[config.mk]
export PLATFORM = sky130hd
export DESIGN_NAME = sorted_array_list_core
export DESIGN_NICKNAME = d
export VERILOG_FILES = /design/src/sv/sal_pkg.sv /design/src/sv/sorted_array_list_core.sv
export SDC_FILE = /design/constraint.sdc
export NUM_CORES = 1
export LEC_CHECK = 0
export BUFFER_PORTS_ARGS = -buffer_cell sky130_fd_sc_hd__buf_2
export CAP_MARGIN = 10
export CORE_ASPECT_RATIO = 1.1
export CORE_MARGIN = 2
export CORE_UTILIZATION = 55
export CTS_CLUSTER_SIZE = 10
export DETAILED_ROUTE_END_ITERATION = 6
export HOLD_SLACK_MARGIN = 0.06
export PLACE_DENSITY = 0.81
export SYNTH_ARGS = -nofsm -noshare
export SYNTH_HDL_FRONTEND = slang
export SYNTH_SLANG_ARGS = --single-unit
[constraint.sdc]
create_clock -name clk -period 3.06 [get_ports clk]
set_input_delay 0.612 -clock clk [delete_from_list [all_inputs] [get_ports clk]]
set_output_delay 0.612 -clock clk [all_outputs]
set_load 0.05 [all_outputs]
[src/sv/sal_pkg.sv]
// shared types and constants for the sorted array list core
// no dependencies
package sal_pkg;

  localparam int DEPTH = 8;
  localparam int ADDR_W = (DEPTH > 1) ? $clog2(DEPTH) : 1;
  localparam int CNT_W = $clog2(DEPTH + 1);
  localparam int DATA_W = 8;
  localparam int IDX_W = 3;

  typedef enum logic [1:0] {
    CMD_INSERT = 2'd0,
    CMD_DELETE = 2'd1,
    CMD_SEARCH = 2'd2,
    CMD_SHOW   = 2'd3
  } cmd_t;

  typedef enum logic [1:0] {
    ST_OK    = 2'd0,
    ST_FULL  = 2'd1,
    ST_EMPTY = 2'd2,
    ST_MISS  = 2'd3
  } status_t;

  typedef enum logic [1:0] {
    S_IDLE,
    S_READ,
    S_CHECK
  } state_t;

endpackage

[src/sv/sorted_array_list_core.sv]
// sorted list of signed bytes in one synchronous ram with a read/check sequencer; uses sal_pkg
// full or empty is reported straight from idle; otherwise the sequencer alternates a ram read
// and a check per visited entry: insert walks down from the top, moving larger entries up,
// delete and a search miss visit every entry, a search hit stops at the match, and show gives
// one result per entry with last set on the final one; busy stays high until the final result
// reset clears the count and control state, not the ram; the receiver cannot stall results
module sorted_array_list_core (
  input  logic                              clk,
  input  logic                              rst,
  input  logic                              start,
  output logic                              busy,
  input  logic [1:0]                        command,
  input  logic signed [sal_pkg::DATA_W-1:0] value,
  output logic                              strobe,
  output logic [1:0]                        status,
  output logic [sal_pkg::IDX_W-1:0]         index,
  output logic signed [sal_pkg::DATA_W-1:0] entry_value,
  output logic                              last
);

  logic signed [sal_pkg::DATA_W-1:0] mem [sal_pkg::DEPTH];
  logic signed [sal_pkg::DATA_W-1:0] rd_data;
  logic [sal_pkg::ADDR_W-1:0]        rd_addr;
  logic                              we;
  logic [sal_pkg::ADDR_W-1:0]        wa;
  logic signed [sal_pkg::DATA_W-1:0] wd;

  sal_pkg::state_t                   state, state_next;
  sal_pkg::cmd_t                     cmd, cmd_next;
  logic signed [sal_pkg::DATA_W-1:0] operand, operand_next;
  logic [sal_pkg::CNT_W-1:0]         ptr, ptr_next;
  logic [sal_pkg::CNT_W-1:0]         count, count_next;
  logic                              found, found_next;
  logic                              strobe_next;
  sal_pkg::status_t                  status_next;
  logic [sal_pkg::IDX_W-1:0]         index_next;
  logic signed [sal_pkg::DATA_W-1:0] entry_value_next;
  logic                              last_next;
  logic [sal_pkg::CNT_W-1:0]         ptr_dec, ptr_inc;

  always_ff @(posedge clk) begin
    if (we) begin
      mem[wa] <= wd;
    end
    rd_data <= mem[rd_addr];
  end

  assign ptr_dec = ptr - 1'b1;
  assign ptr_inc = ptr + 1'b1;
  assign busy = (state != sal_pkg::S_IDLE);

  always_ff @(posedge clk) begin
    if (rst) begin
      state  <= sal_pkg::S_IDLE;
      count  <= '0;
      strobe <= 1'b0;
    end else begin
      state  <= state_next;
      count  <= count_next;
      strobe <= strobe_next;
    end
    cmd         <= cmd_next;
    operand     <= operand_next;
    ptr         <= ptr_next;
    found       <= found_next;
    status      <= status_next;
    index       <= index_next;
    entry_value <= entry_value_next;
    last        <= last_next;
  end

  always_comb begin
    state_next       = state;
    cmd_next         = cmd;
    operand_next     = operand;
    ptr_next         = ptr;
    count_next       = count;
    found_next       = found;
    strobe_next      = 1'b0;
    status_next      = sal_pkg::ST_OK;
    index_next       = '0;
    entry_value_next = '0;
    last_next        = 1'b1;
    rd_addr          = ptr[sal_pkg::ADDR_W-1:0];
    we               = 1'b0;
    wa               = ptr[sal_pkg::ADDR_W-1:0];
    wd               = operand;

    unique case (state)
      sal_pkg::S_IDLE: begin
        if (start) begin
          cmd_next     = sal_pkg::cmd_t'(command);
          operand_next = value;
          found_next   = 1'b0;
          if (sal_pkg::cmd_t'(command) == sal_pkg::CMD_INSERT) begin
            if (count == sal_pkg::CNT_W'(sal_pkg::DEPTH)) begin
              strobe_next = 1'b1;
              status_next = sal_pkg::ST_FULL;
            end else begin
              ptr_next   = count;
              state_next = sal_pkg::S_READ;
            end
          end else if (count == '0) begin
            strobe_next = 1'b1;
            status_next = sal_pkg::ST_EMPTY;
          end else begin
            ptr_next   = '0;
            state_next = sal_pkg::S_READ;
          end
        end
      end

      sal_pkg::S_READ: begin
        unique case (cmd)
          sal_pkg::CMD_INSERT: begin
            if (ptr == '0) begin
              we          = 1'b1;
              wa          = '0;
              wd          = operand;
              count_next  = count + 1'b1;
              strobe_next = 1'b1;
              state_next  = sal_pkg::S_IDLE;
            end else begin
              rd_addr    = ptr_dec[sal_pkg::ADDR_W-1:0];
              state_next = sal_pkg::S_CHECK;
            end
          end
          sal_pkg::CMD_DELETE: begin
            if (ptr == count) begin
              strobe_next = 1'b1;
              state_next  = sal_pkg::S_IDLE;
              if (found) begin
                count_next = count - 1'b1;
              end else begin
                status_next = sal_pkg::ST_MISS;
              end
            end else begin
              state_next = sal_pkg::S_CHECK;
            end
          end
          sal_pkg::CMD_SEARCH: begin
            if (ptr == count) begin
              strobe_next = 1'b1;
              status_next = sal_pkg::ST_MISS;
              state_next  = sal_pkg::S_IDLE;
            end else begin
              state_next = sal_pkg::S_CHECK;
            end
          end
          default: begin
            state_next = sal_pkg::S_CHECK;
          end
        endcase
      end

      sal_pkg::S_CHECK: begin
        unique case (cmd)
          sal_pkg::CMD_INSERT: begin
            we = 1'b1;
            wa = ptr[sal_pkg::ADDR_W-1:0];
            if (rd_data > operand) begin
              wd         = rd_data;
              ptr_next   = ptr_dec;
              state_next = sal_pkg::S_READ;
            end else begin
              wd          = operand;
              count_next  = count + 1'b1;
              strobe_next = 1'b1;
              state_next  = sal_pkg::S_IDLE;
            end
          end
          sal_pkg::CMD_DELETE: begin
            if (found) begin
              we = 1'b1;
              wa = ptr_dec[sal_pkg::ADDR_W-1:0];
              wd = rd_data;
            end else if (rd_data == operand) begin
              found_next = 1'b1;
            end
            ptr_next   = ptr_inc;
            state_next = sal_pkg::S_READ;
          end
          sal_pkg::CMD_SEARCH: begin
            if (rd_data == operand) begin
              strobe_next = 1'b1;
              index_next  = sal_pkg::IDX_W'(ptr);
              state_next  = sal_pkg::S_IDLE;
            end else begin
              ptr_next   = ptr_inc;
              state_next = sal_pkg::S_READ;
            end
          end
          default: begin
            strobe_next      = 1'b1;
            index_next       = sal_pkg::IDX_W'(ptr);
            entry_value_next = rd_data;
            last_next        = (ptr_inc == count);
            ptr_next         = ptr_inc;
            state_next       = (ptr_inc == count) ? sal_pkg::S_IDLE : sal_pkg::S_READ;
          end
        endcase
      end

      default: begin
        state_next = sal_pkg::S_IDLE;
      end
    endcase
  end

endmodule
; Word level (Yosys, flattened, before mapping)
; Memories as Yosys holds them, arrays and structs flattened. A register that Yosys moved wholly into a read port is not among the register bits.
; Index checks and enable logic that the tools add are counted.
[word_totals]
mem_count = 1
ramBits = 64
register_bits = 36
latch_bits = 0
mem_bits_ro = 0
wordCells = 125
out_inout_bits = 16
[memory_table]
columns = name, words, word_bits, rd, rd_clocked_by_memory_dff, wr, line_no
row1 = mem, 8, 8, 1, 1, 1, sorted_array_list_core.sv:21  ; logic signed [sal_pkg::DATA_W-1:0] mem [sal_pkg::DEPTH];
[classes]
n_addsub = 4
n_lt_le_gt_ge = 1
n_div = 0
n_shift = 0
bitwise_logic = 1
n_eq_ne = 20
multipliers = 0
mux = 71
n_reduce_logical = 16
[op_table]
columns = cell, n
row1 = 4-bit 2-to-1 mux, 11
row2 = 4-bit one-hot mux with 2 select lines, 4
row3 = 2-bit 2-to-1 mux, 12
row4 = 3-bit 2-to-1 mux, 8
row5 = 8-bit 2-to-1 mux, 3
row6 = "3-bit inequality test, second input constant", 8
row7 = 1-bit 2-to-1 mux, 19
row8 = 8-bit one-hot mux with 2 select lines, 1
row9 = 2-bit one-hot mux with 2 select lines, 3
row10 = 2-bit one-hot mux with 3 select lines, 2
row11 = 3-bit one-hot mux with 2 select lines, 2
row12 = "4-bit by 1-bit adder with 4-bit output, second input constant", 2
row13 = 4-bit == test, 2
row14 = 8-bit == test, 1
row15 = 8-bit greater-than comparator, 1
row16 = 4-bit zero test, 2
row17 = 1-bit one-hot mux with 2 select lines, 4
row18 = "4-bit by 1-bit subtractor with 4-bit output, second input constant", 2
row19 = 7-bit AND reduction, 1
row20 = 2-bit zero test, 3
row21 = 1-bit one-hot mux with 3 select lines, 2
row22 = 3-bit AND reduction, 2
row23 = 6-bit AND reduction, 1
row24 = 2-bit nonzero test, 3
row25 = other kinds (9), 14

; Logic depth before layout (Yosys ltp)
; Gate-level depths: netlist of the first run.
[logic_depth]
word_depth = 6
mapped_depth = 11

; Least setup slack after synthesis of the first run
; Ideal clock, no wire load.
[synth_path]
kind = register -> register
startpoint = register ptr[0] (netlist name)
endpoint = memory mem[0][0] (netlist name), enable pin
setup_time_ns = 0.370
stages_incl_launch_ff = 12
n_path_buf = 1
arrival_time_ns = 2.528
path_slack_ns = 0.162
path_cell_list = edfxtp_1 > buf_2 > inv_1 > ha_1 > or3b_1 > ha_1 > mux2_2 > nand2_1 > o21ai_0 > a22oi_1 > nand2_1 > nor2_1
[synth_between]
elab_chain_cells = 6
[synth_lines]
columns = item, line_no
row1 = from (decl), sorted_array_list_core.sv:31  ; logic [sal_pkg::CNT_W-1:0] ptr, ptr_next;
row2 = from (signal assigned), sorted_array_list_core.sv:64  ; ptr <= ptr_next;
row3 = "parallel branches: the longest is 6 deep, another holds 4-bit by 1-bit subtractor with 4-bit output", n/a
row4 = to (decl), sorted_array_list_core.sv:21
; Parallel ways; which one is timed is not known.

; Worst setup path in the final report of the first run
[layout_path]
startpoint = register ptr[1] (netlist name)
endpoint = memory mem[6][0] (netlist name), enable pin
; Same word-level chain as after synthesis.

==> impl_metrics.env, run 1 <==
export IMPL_path_clk_slew_ns=0.11
export IMPL_cp_buffers_inverters=2
export IMPL_diodes=0
export IMPL_seq_area_frac_synth_pct=57.8
export IMPL_grt_pass1_wl_mm=17.4
export IMPL_ys_flop_type="edfxtp_1"
export IMPL_final_area_sq_mm=0.00562
export IMPL_slew_headroom_pct=52.4
export IMPL_globalplace_congestion=0.915
export IMPL_tritoncts="built"
export IMPL_status="completed"
export IMPL_leakagePower_nw=2.22
export IMPL_grt_util_met2_pct=38.9
export IMPL_rows=36
export IMPL_setup_violations=0
export IMPL_skew_ns=0.0184
export IMPL_ir_drop_v=0.000275
export IMPL_syn_area_sq_mm=0.00511
export IMPL_synth_edf_count=79
export IMPL_die_x_um=95.9
export IMPL_ios=29
export IMPL_busiest_layer="met2"
export IMPL_worst_ep_arrival_time_ns=2.94
export IMPL_start_util_pct=57.0
export IMPL_grt_max_degree=33
export IMPL_ys_ff_latch=108
export IMPL_gr_total_overflow=0
export IMPL_drive_gt1_share_pct=14.5
export IMPL_rsz0062_at_grt="no"
export IMPL_yosys_warnings=0
export IMPL_numCtsBuffers=9
export IMPL_async_reset_ff_share_pct=0
export IMPL_wirelength_mm=11.2
export IMPL_die_y_um=105
export IMPL_clock_latency_ns=0.39
export IMPL_wl_per_cell_um=18.1
export IMPL_crit_family="simple AND/OR/NAND/NOR gates"
export IMPL_cts_buffer_depth=2
export IMPL_drt_pass1_iterations=5
export IMPL_drv_cap=0
export IMPL_synth_largest_area_cell="edfxtp_1"
export IMPL_hold_violations=0
export IMPL_pre_cts_ws_ns=0.170
export IMPL_numPortBuffers=28
export IMPL_clock_sinks=108
export IMPL_core_sq_mm=0.00896
export IMPL_cp_max_fo=8
export IMPL_timing_setup_tns_ns=0
export IMPL_period_share_pct=92.5
export IMPL_use_met3_pct=3.89
export IMPL_hold_slack_ns=0.388
export IMPL_vias=3626
export IMPL_synth_cell_type_count=56
export IMPL_n_fill_cell=721
export IMPL_htreeDepth=3
export IMPL_finish_net_count=534
export IMPL_end_kind="flip-flop"
export IMPL_grt_usage_pct=23.3
export IMPL_crit_path_max_incr_delay_ns=0.48
export IMPL_path_class="flip-flop to flip-flop"
export IMPL_dpl_hpwl_mm=7.97
export IMPL_ant_nets=0
export IMPL_cts_hold_buffers=0
export IMPL_final_max_slew_viol_count=0
export IMPL_crit_slowest_cell="edfxtp_1"
export IMPL_placed_cells=601
export IMPL_dr_first_iter_drc_count=307
export IMPL_grt_pass1_vias=3418
export IMPL_antenna_found_initial=0
export IMPL_synthCells=468
export IMPL_synth_top_cell_area_share_pct=46.4
export IMPL_timing_final_crit_period_ns=2.83
export IMPL_post_drt_via_cell_ratio=5.88
export IMPL_clockRootBuffer="clkbuf_8"
export IMPL_synth_fp_nets=504
export IMPL_syn_area_per_cell_sq_um=10.9
export IMPL_die_area_sq_mm=0.0101
export IMPL_place_area_sq_mm=0.00540
export IMPL_hold_class="input port to flip-flop"
export IMPL_p_per_area_mw_per_mm2=538
export IMPL_crit_path_start_kind="flip-flop"
export IMPL_cp_common_cell="nand2_1"
export IMPL_fmax_mhz=353
export IMPL_area_growth_pct=10.1
export IMPL_gr_usage_met1_pct=29.1
export IMPL_cp_cell_sequence="inv_2 -> ha_2 -> or3b_1 -> ha_1 -> mux2_2 -> nand2_1 -> o21ai_0 -> a22oi_1 -> nand2_1 -> nor2_1 -> buf_4"
export IMPL_layoutNonFillerInstCount=617
export IMPL_tightestPinTransition_ns=0.711
export IMPL_ys_top_cells_by_area="edfxtp_1 (46%), dfxtp_1 (11%), nand2_1 (7.4%)"
export IMPL_drc=0
export IMPL_worstPathRequired_ns=3.17
export IMPL_fin_ws_ns=0.230
-- sequential cells by signal, summed over array words and instances, names as in the netlist --
name,flops
index,3
operand,8
count,4
status,2
ptr,4
last,1
strobe,1
entry_value,8
rd_data,8
cmd,2
mem,64
found,1
state,2
-- Yosys cell counts, drive strengths merged, types with 5 or more instances --
library cell,number
mux2i,6
and2,12
xor2,9
edfxtp,79
dfxtp,29
a21oi,10
inv,19
nand3,23
clkbuf,11
nor2b,5
buf,13
a22o,9
o211ai,10
nand2,101
xnor2,5
nor2,21
ha,23
nand2b,7
o21ai,31
-- layout make-up --
class | count | area, sq um | share of cell area, %
multi-input cells | 317 | 1980 | 35.3
clock buffers | 12 | 188 | 3.34
repair buffers | 43 | 253 | 4.49
inverters | 19 | 71.3 | 1.27
well taps | 114 | 143 | 2.54
clock inverters | 4 | 33.8 | 0.601
flip-flops and latches | 108 | 2950 | 52.5
-- metal layers --
metal | vias up | part of all wire [%]
met5 | - | 0
met4 | 0 | 2.8
met3 | 25 | 6.4
met2 | 169 | 51
met1 | 1710 | 39
li1 | 1722 | -
-- stage by stage --
stage	total power [mW]	utilization, %
global placement	2.10	60.2
finish	3.03	62.7
detailed placement	2.11	60.2
floorplan	1.98	-
global route	3.14	62.7
CTS	3.03	62.7
-- path summary, 6_finish.rpt --
| path | slack, ns | depth (start not counted) | start | end |
|---|---|---|---|---|
| max | 0.23 | 11 | ptr[1] | mem[6][0] |
| min | 0.39 | 1 | value[1] | operand[1] |
| min reg2reg | 0.50 | 1 | rd_data[5] | entry_value[5] |
| max reg2reg | 0.23 | 11 | ptr[1] | mem[6][0] |
-- placed cells by master (no fill, tap or decap), drive strengths merged, types with 5 or more instances in the layout --
cell | Yosys | final
a21oi | 10 | 10
a22o | 9 | 9
and2 | 12 | 12
buf | 13 | 43
clkbuf | 11 | 12
dfxtp | 29 | 29
edfxtp | 79 | 79
ha | 23 | 23
inv | 19 | 21
mux2i | 6 | 6
nand2 | 101 | 101
nand2b | 7 | 7
nand3 | 23 | 23
nor2 | 21 | 21
nor2b | 5 | 5
o211ai | 10 | 10
o21ai | 31 | 31
xnor2 | 5 | 5
xor2 | 9 | 9
-- timing repair --
item                       4_1_cts  5_1_grt
buffers inserted                 0        0
gates resized for setup          0        2
setup endpoints to repair        0       25
-- cells by family after synthesis --
logic type	share of synthesized area, %
adders and majority gates	5.63
DFF	57.8
muxes	1.84
and+or+nand+nor	17.2
xor gates and xnor gates	2.40
buffers and inverters	3.60
AOI/OAI and AO/OA	11.5
-- power breakdown --
group / internal [mW] / total, mW / leakage, nW / switching, mW
Clock: 0.426 / 0.938 / 0.115 / 0.511
Combinational: 0.152 / 0.437 / 1.14 / 0.285
Sequential: 1.62 / 1.65 / 0.958 / 0.0329
No activity file was read; power rests on OpenSTA's default activity.
==> inputs of run 2 (changes only) <==
--- a/config.mk
+++ b/config.mk
@@ -5,6 +5,8 @@
 export SDC_FILE = /design/constraint.sdc
 export NUM_CORES = 1
 export LEC_CHECK = 0
+export ABC_AREA = 1
+export ABC_CLOCK_PERIOD_IN_PS = 3060
 export BUFFER_PORTS_ARGS = -buffer_cell sky130_fd_sc_hd__buf_2
 export CAP_MARGIN = 10
 export CORE_ASPECT_RATIO = 1.1
==> constraint.sdc (replaced) <==
create_clock -name clk -period 3.06 [get_ports clk]
set_input_delay 0.306 -clock clk [delete_from_list [all_inputs] [get_ports clk]]
set_output_delay 0.306 -clock clk [all_outputs]
set_load 0.05 [all_outputs]
==> impl_metrics.env, run 2 <==
export IMPL_status="completed"
export IMPL_grt_pass1_wl_mm=18.3
export IMPL_wl_per_cell_um=16.6
export IMPL_die_x_um=97.2
export IMPL_worst_ep_arrival_time_ns=2.75
export IMPL_vias=3804
export IMPL_layoutNonFillerInstCount=695
export IMPL_seq_area_frac_synth_pct=56.2
export IMPL_drt_pass1_iterations=5
export IMPL_pre_cts_ws_ns=0.338
export IMPL_grt_pass1_vias=3700
export IMPL_p_seq_share_pct=40.4
export IMPL_rsz0062_at_grt="no"
export IMPL_globalplace_congestion=0.933
export IMPL_end_kind="flip-flop"
export IMPL_finish_net_count=609
export IMPL_syn_area_sq_mm=0.00526
export IMPL_clock_sinks=108
export IMPL_tritoncts="built"
export IMPL_post_drt_via_cell_ratio=5.47
export IMPL_ios=29
export IMPL_period_share_pct=89.4
export IMPL_final_max_slew_viol_count=0
export IMPL_dpl_hpwl_mm=8.28
export IMPL_start_util_pct=56.2
export IMPL_crit_path_max_incr_delay_ns=0.53
export IMPL_gr_total_overflow=0
export IMPL_grt_usage_pct=22.8
export IMPL_cp_max_fo=8
export IMPL_combPwrFrac_pct=41.8
export IMPL_tightestPinTransition_ns=0.708
export IMPL_top_register="mem"
export IMPL_drv_cap=0
export IMPL_layout_commonest_cell="nand2_1"
export IMPL_ant_nets=0
export IMPL_synth_top_cell_area_share_pct=45.1
export IMPL_ir_drop_v=0.000417
export IMPL_cts_setup_buffers=0
export IMPL_core_sq_mm=0.00935
export IMPL_synth_largest_area_cell="edfxtp_1"
export IMPL_p_per_area_mw_per_mm2=852
export IMPL_antenna_found_initial=0
export IMPL_htreeDepth=3
export IMPL_synth_common_cells="nand2_1 (143), edfxtp_1 (79), nand3_1 (58), inv_1 (54), nor2_1 (39)"
export IMPL_hold_class="input port to flip-flop"
export IMPL_crit_slowest_cell="nor2_1"
export IMPL_clock_latency_ns=0.38
export IMPL_p_clk_share_pct=17.8
export IMPL_drc=0
export IMPL_wirelength_mm=11.6
export IMPL_async_reset_ff_share_pct=0
export IMPL_numPortBuffers=28
export IMPL_slew_headroom_pct=52.6
export IMPL_ys_ff_latch=108
export IMPL_synth_fp_nets=574
export IMPL_cp_cell_sequence="inv_1 -> ha_1 -> nand2_4 -> nor2_4 -> clkinv_4 -> ha_1 -> o21ai_0 -> nand3_1 -> o21ai_0 -> nand2_1 -> nor2_1"
export IMPL_diodes=0
export IMPL_timing_final_crit_period_ns=2.73
export IMPL_setup_violations=0
export IMPL_leakagePower_nw=2.39
export IMPL_fmax_mhz=366
export IMPL_total_power_mw=4.83
export IMPL_cts_resized=0
export IMPL_numCtsBuffers=9
export IMPL_die_y_um=107
export IMPL_rows=37
export IMPL_synth_edf_count=79
export IMPL_utilization_pct=60.7
export IMPL_placed_cells=679
export IMPL_worstPathRequired_ns=3.08
export IMPL_cts_hold_buffers=0
export IMPL_clockRootBuffer="clkbuf_8"
export IMPL_layout_common_cells="nand2_1 (143), edfxtp_1 (79), nand3_1 (58)"
export IMPL_die_area_sq_mm=0.0104
export IMPL_grt_max_degree=33
export IMPL_path_clk_slew_ns=0.11
export IMPL_fin_ws_ns=0.326
export IMPL_crit_path_start_kind="flip-flop"
export IMPL_timing_setup_tns_ns=0
export IMPL_synth_cell_type_count=40
export IMPL_ys_flop_type="edfxtp_1"
export IMPL_swShare_pct=42.4
export IMPL_synthCells=538
export IMPL_ys_top_cells_by_area="edfxtp_1 (45%), dfxtp_1 (11%), nand2_1 (10%)"
export IMPL_hold_violations=0
export IMPL_p_int_mw=2.79
export IMPL_skew_ns=0.0197
export IMPL_path_class="flip-flop to flip-flop"
export IMPL_dr_first_iter_drc_count=254
export IMPL_final_area_sq_mm=0.00568
export IMPL_yosysMostFrequentCell="nand2_1"
export IMPL_drive_gt1_share_pct=12.1
export IMPL_area_growth_pct=7.92
export IMPL_hold_slack_ns=0.0938
export IMPL_largest_register_ffs=64
export IMPL_power_switching_mw=2.05
export IMPL_yosys_warnings=0
export IMPL_place_area_sq_mm=0.00548
export IMPL_syn_area_per_cell_sq_um=9.77
export IMPL_cts_buffer_depth=2
run 2: cell types whose count changed in the layout (fill, tap and decap cells not counted), sizes merged, moves of 5 or more:
cell    before  now
a22o         9    0
nand3b       2   18
nand2      101  148
nor2b        5    0
mux2i        6    0
and2        12    0
o211ai      10    1
nor2        21   40
o21ai       31   19
nand2b       7    0
nand3       23   59
inv         21   60
run 2: area by class of cell:
| type | instances | area (sq um) |
|---|---|---|
| multi-input cells | 356 | 1920 |
| clock buffers | 10 | 138 |
| repair buffers | 40 | 230 |
| flip-flops and latches | 108 | 2950 |
| inverters | 58 | 233 |
| clock inverters | 6 | 55.1 |
| well taps | 117 | 146 |
| fillers | 771 | 3680 |
run 2: layer usage:
| metal | part of all wire [%] | up-vias | GRT usage, % |
|---|---|---|---|
| met5 | 0 | - | 0 |
| li1 | - | 1865 | - |
| met3 | 4.8 | 35 | 3.02 |
| met2 | 51 | 127 | 39.2 |
| met1 | 41 | 1777 | 28.4 |
| met4 | 3.8 | 0 | 11.4 |
run 2: path summary, 6_finish.rpt:
kind | slack, ns | start | to | cells after the start
max | 0.33 | ptr[1] | mem[0][5] | 11
min | 0.09 | value[6] | operand[6] | 1
max reg2reg | 0.33 | ptr[1] | mem[0][5] | 11
min reg2reg | 0.46 | rd_data[5] | entry_value[5] | 2
run 2: logic make-up (layout without fill, tap and decap cells):
logic type                 Yosys count  count (layout)  share of synthesized area (%)
xor gates and xnor gates            15              15                           2.50
DFF                                108             108                           56.2
AOI/OAI and AO/OA                   45              45                           5.33
and+or+nand+nor                    273             273                           23.2
buffers and inverters               74             114                           7.33
adders and majority gates           23              23                           5.47
run 2: worst max-delay path, delay by kind of cell, from the launching register on:
family,cells,cell delay (ns)
AO/OA/AOI/OAI,2,0.25
buffers and inverters,2,0.25
AND/OR/NAND/NOR,5,0.96
flip-flops,1,0.50
adder cells (fa/ha/maj),2,0.43
run 2: power groups by stage:
stage               sequential, mW  clock, mW  combinational (mW)
floorplan                     1.98          0                1.57
global placement              1.97          0                1.93
detailed placement            1.98          0                1.99
CTS                           1.95      0.873                2.01
global route                  1.97      0.921                2.25
finish                        1.95      0.861                2.02
==> inputs of run 3 (changes only) <==
--- a/config.mk
+++ b/config.mk
@@ -9,13 +9,14 @@
 export ABC_CLOCK_PERIOD_IN_PS = 3060
 export BUFFER_PORTS_ARGS = -buffer_cell sky130_fd_sc_hd__buf_2
 export CAP_MARGIN = 10
-export CORE_ASPECT_RATIO = 1.1
+export CORE_ASPECT_RATIO = 1.2
 export CORE_MARGIN = 2
 export CORE_UTILIZATION = 55
 export CTS_CLUSTER_SIZE = 10
 export DETAILED_ROUTE_END_ITERATION = 6
 export HOLD_SLACK_MARGIN = 0.06
 export PLACE_DENSITY = 0.81
+export SLEW_MARGIN = 10
 export SYNTH_ARGS = -nofsm -noshare
 export SYNTH_HDL_FRONTEND = slang
 export SYNTH_SLANG_ARGS = --single-unit
==> impl_metrics.env, run 3 (synthesis results as in run 2) <==
export IMPL_status="completed"
export IMPL_start_util_pct=55.8
export IMPL_hold_violations=0
export IMPL_p_per_area_mw_per_mm2=884
export IMPL_final_max_slew_viol_count=0
export IMPL_worst_ep_arrival_time_ns=2.72
export IMPL_end_kind="flip-flop"
export IMPL_die_y_um=111
export IMPL_diodes=0
export IMPL_dpl_hpwl_mm=8.28
export IMPL_r2r_end="mem[4][7]"
export IMPL_die_x_um=93.3
export IMPL_top_register="mem"
export IMPL_clockRootBuffer="clkbuf_16"
export IMPL_leakagePower_nw=2.43
export IMPL_grt_pass1_vias=3845
export IMPL_clock_sinks=108
export IMPL_grt_max_degree=33
export IMPL_drc=0
export IMPL_cp_cell_sequence="inv_1 -> ha_1 -> nand2_4 -> nor2_4 -> clkinv_4 -> ha_1 -> o21ai_0 -> nand3_1 -> o21ai_0 -> nand2_1 -> nor2_1"
export IMPL_finish_net_count=608
export IMPL_crit_path_start_kind="flip-flop"
export IMPL_area_growth_pct=9.99
export IMPL_cp_max_fo=8
export IMPL_reg2reg_slack_ns=0.32
export IMPL_fmax_mhz=365
export IMPL_largest_register_ffs=64
export IMPL_die_area_sq_mm=0.0104
export IMPL_wl_per_cell_um=16.1
export IMPL_layout_common_cells="nand2_1 (143), edfxtp_1 (79), nand3_1 (58)"
export IMPL_grt_usage_pct=22.8
export IMPL_rows=39
export IMPL_layout_commonest_cell="nand2_1"
export IMPL_drv_cap=0
export IMPL_rsz0062_at_grt="no"
export IMPL_antenna_found_initial=0
export IMPL_timing_setup_tns_ns=0
export IMPL_cp_buffers_inverters=2
export IMPL_total_power_mw=5.12
export IMPL_skew_ns=0.0176
export IMPL_crit_path_max_incr_delay_ns=0.50
export IMPL_cp_depth=11
export IMPL_slew_headroom_pct=49.7
export IMPL_cts_buffer_depth=2
export IMPL_grt_pass1_wl_mm=18.2
export IMPL_dr_first_iter_drc_count=313
export IMPL_r2r_start="ptr[1]"
export IMPL_drt_pass1_iterations=7
export IMPL_path_clk_slew_ns=0.08
export IMPL_core_sq_mm=0.00942
export IMPL_ios=29
export IMPL_vias=3803
export IMPL_cp_endpoint="mem[4][7]"
export IMPL_wirelength_mm=11.3
export IMPL_cp_startpoint="ptr[1]"
export IMPL_drive_gt1_share_pct=12.0
export IMPL_period_share_pct=89.5
export IMPL_cts_setup_buffers=0
export IMPL_crit_slowest_cell="nor2_1"
export IMPL_timing_final_crit_period_ns=2.74
export IMPL_setup_violations=0
export IMPL_ir_drop_v=0.000494
export IMPL_globalplace_congestion=0.955
export IMPL_hold_class="input port to flip-flop"
export IMPL_cts_resized=0
export IMPL_gr_total_overflow=0
export IMPL_crit_family="simple AND/OR/NAND/NOR gates"
export IMPL_post_drt_via_cell_ratio=5.43
export IMPL_ant_nets=0
export IMPL_numCtsBuffers=9
export IMPL_cts_hold_buffers=0
export IMPL_worstPathRequired_ns=3.04
export IMPL_tightestPinTransition_ns=0.752
export IMPL_path_class="flip-flop to flip-flop"
export IMPL_numPortBuffers=28
export IMPL_ff2ff_path_depth=11
export IMPL_clock_latency_ns=0.36
export IMPL_htreeDepth=3
export IMPL_tritoncts="built"
==> run 3: layout make-up <==
type | instances | area, sq um
flip-flops and latches | 108 | 2950
fillers | 728 | 3630
inverters | 58 | 233
clock inverters | 7 | 76.3
repair buffers | 39 | 223
well taps | 123 | 154
multi-input cells | 356 | 1920
clock buffers | 9 | 225
==> run 3: how the worst min path moves through the flow <==
stage | cells past startpoint | to | slack, ns | from
5_1_grt | 1 | operand[5] | 0.11 | value[5]
6_report | 1 | operand[7] | 0.12 | value[7]
3_5_place_dp | 2 | entry_value[3] | 0.45 | rd_data[3]
2_1_floorplan | 1 | count[2] | 0.38 | rst
4_1_cts | 1 | operand[2] | 0.12 | value[2]
3_3_place_gp | 2 | entry_value[5] | 0.45 | rd_data[5]
==> run 3: where the power goes <==
group / total (mW) / internal [mW] / switching [mW]
Combinational: 2.00 / 0.648 / 1.35
Clock: 1.15 / 0.582 / 0.573
Sequential: 1.96 / 1.80 / 0.163
==> run 3: worst register-to-register path, delay by kind of cell (launching register included) <==
kind / cells / cell delay (ns)
flops: 1 / 0.48
fa+ha+maj: 2 / 0.43
buf+inv: 2 / 0.26
compound gates: 2 / 0.26
simple gates: 5 / 0.93
==> run 3: layer usage <==
| layer | wire (um) | global-route usage, % |
|---|---|---|
| met2 | 5890 | 40.6 |
| met1 | 4490 | 26.6 |
| met5 | 0 | 0 |
| met3 | 547 | 3.74 |
| met4 | 367 | 9.80 |
==> run 3: stage by stage <==
step                      hold WS [ns]  worst slack, ns  area (sq um)  instances  utilization (%)
after floorplan                  0.375            0.578          5260        538                -
after global routing             0.115            0.101          5780        700             61.4
after global placement           0.451            0.444          5480        684             58.2
after CTS                        0.116            0.314          5780        700             61.4
final                            0.124            0.323          5780        700             61.4
after detailed placement         0.450            0.361          5480        684             58.2
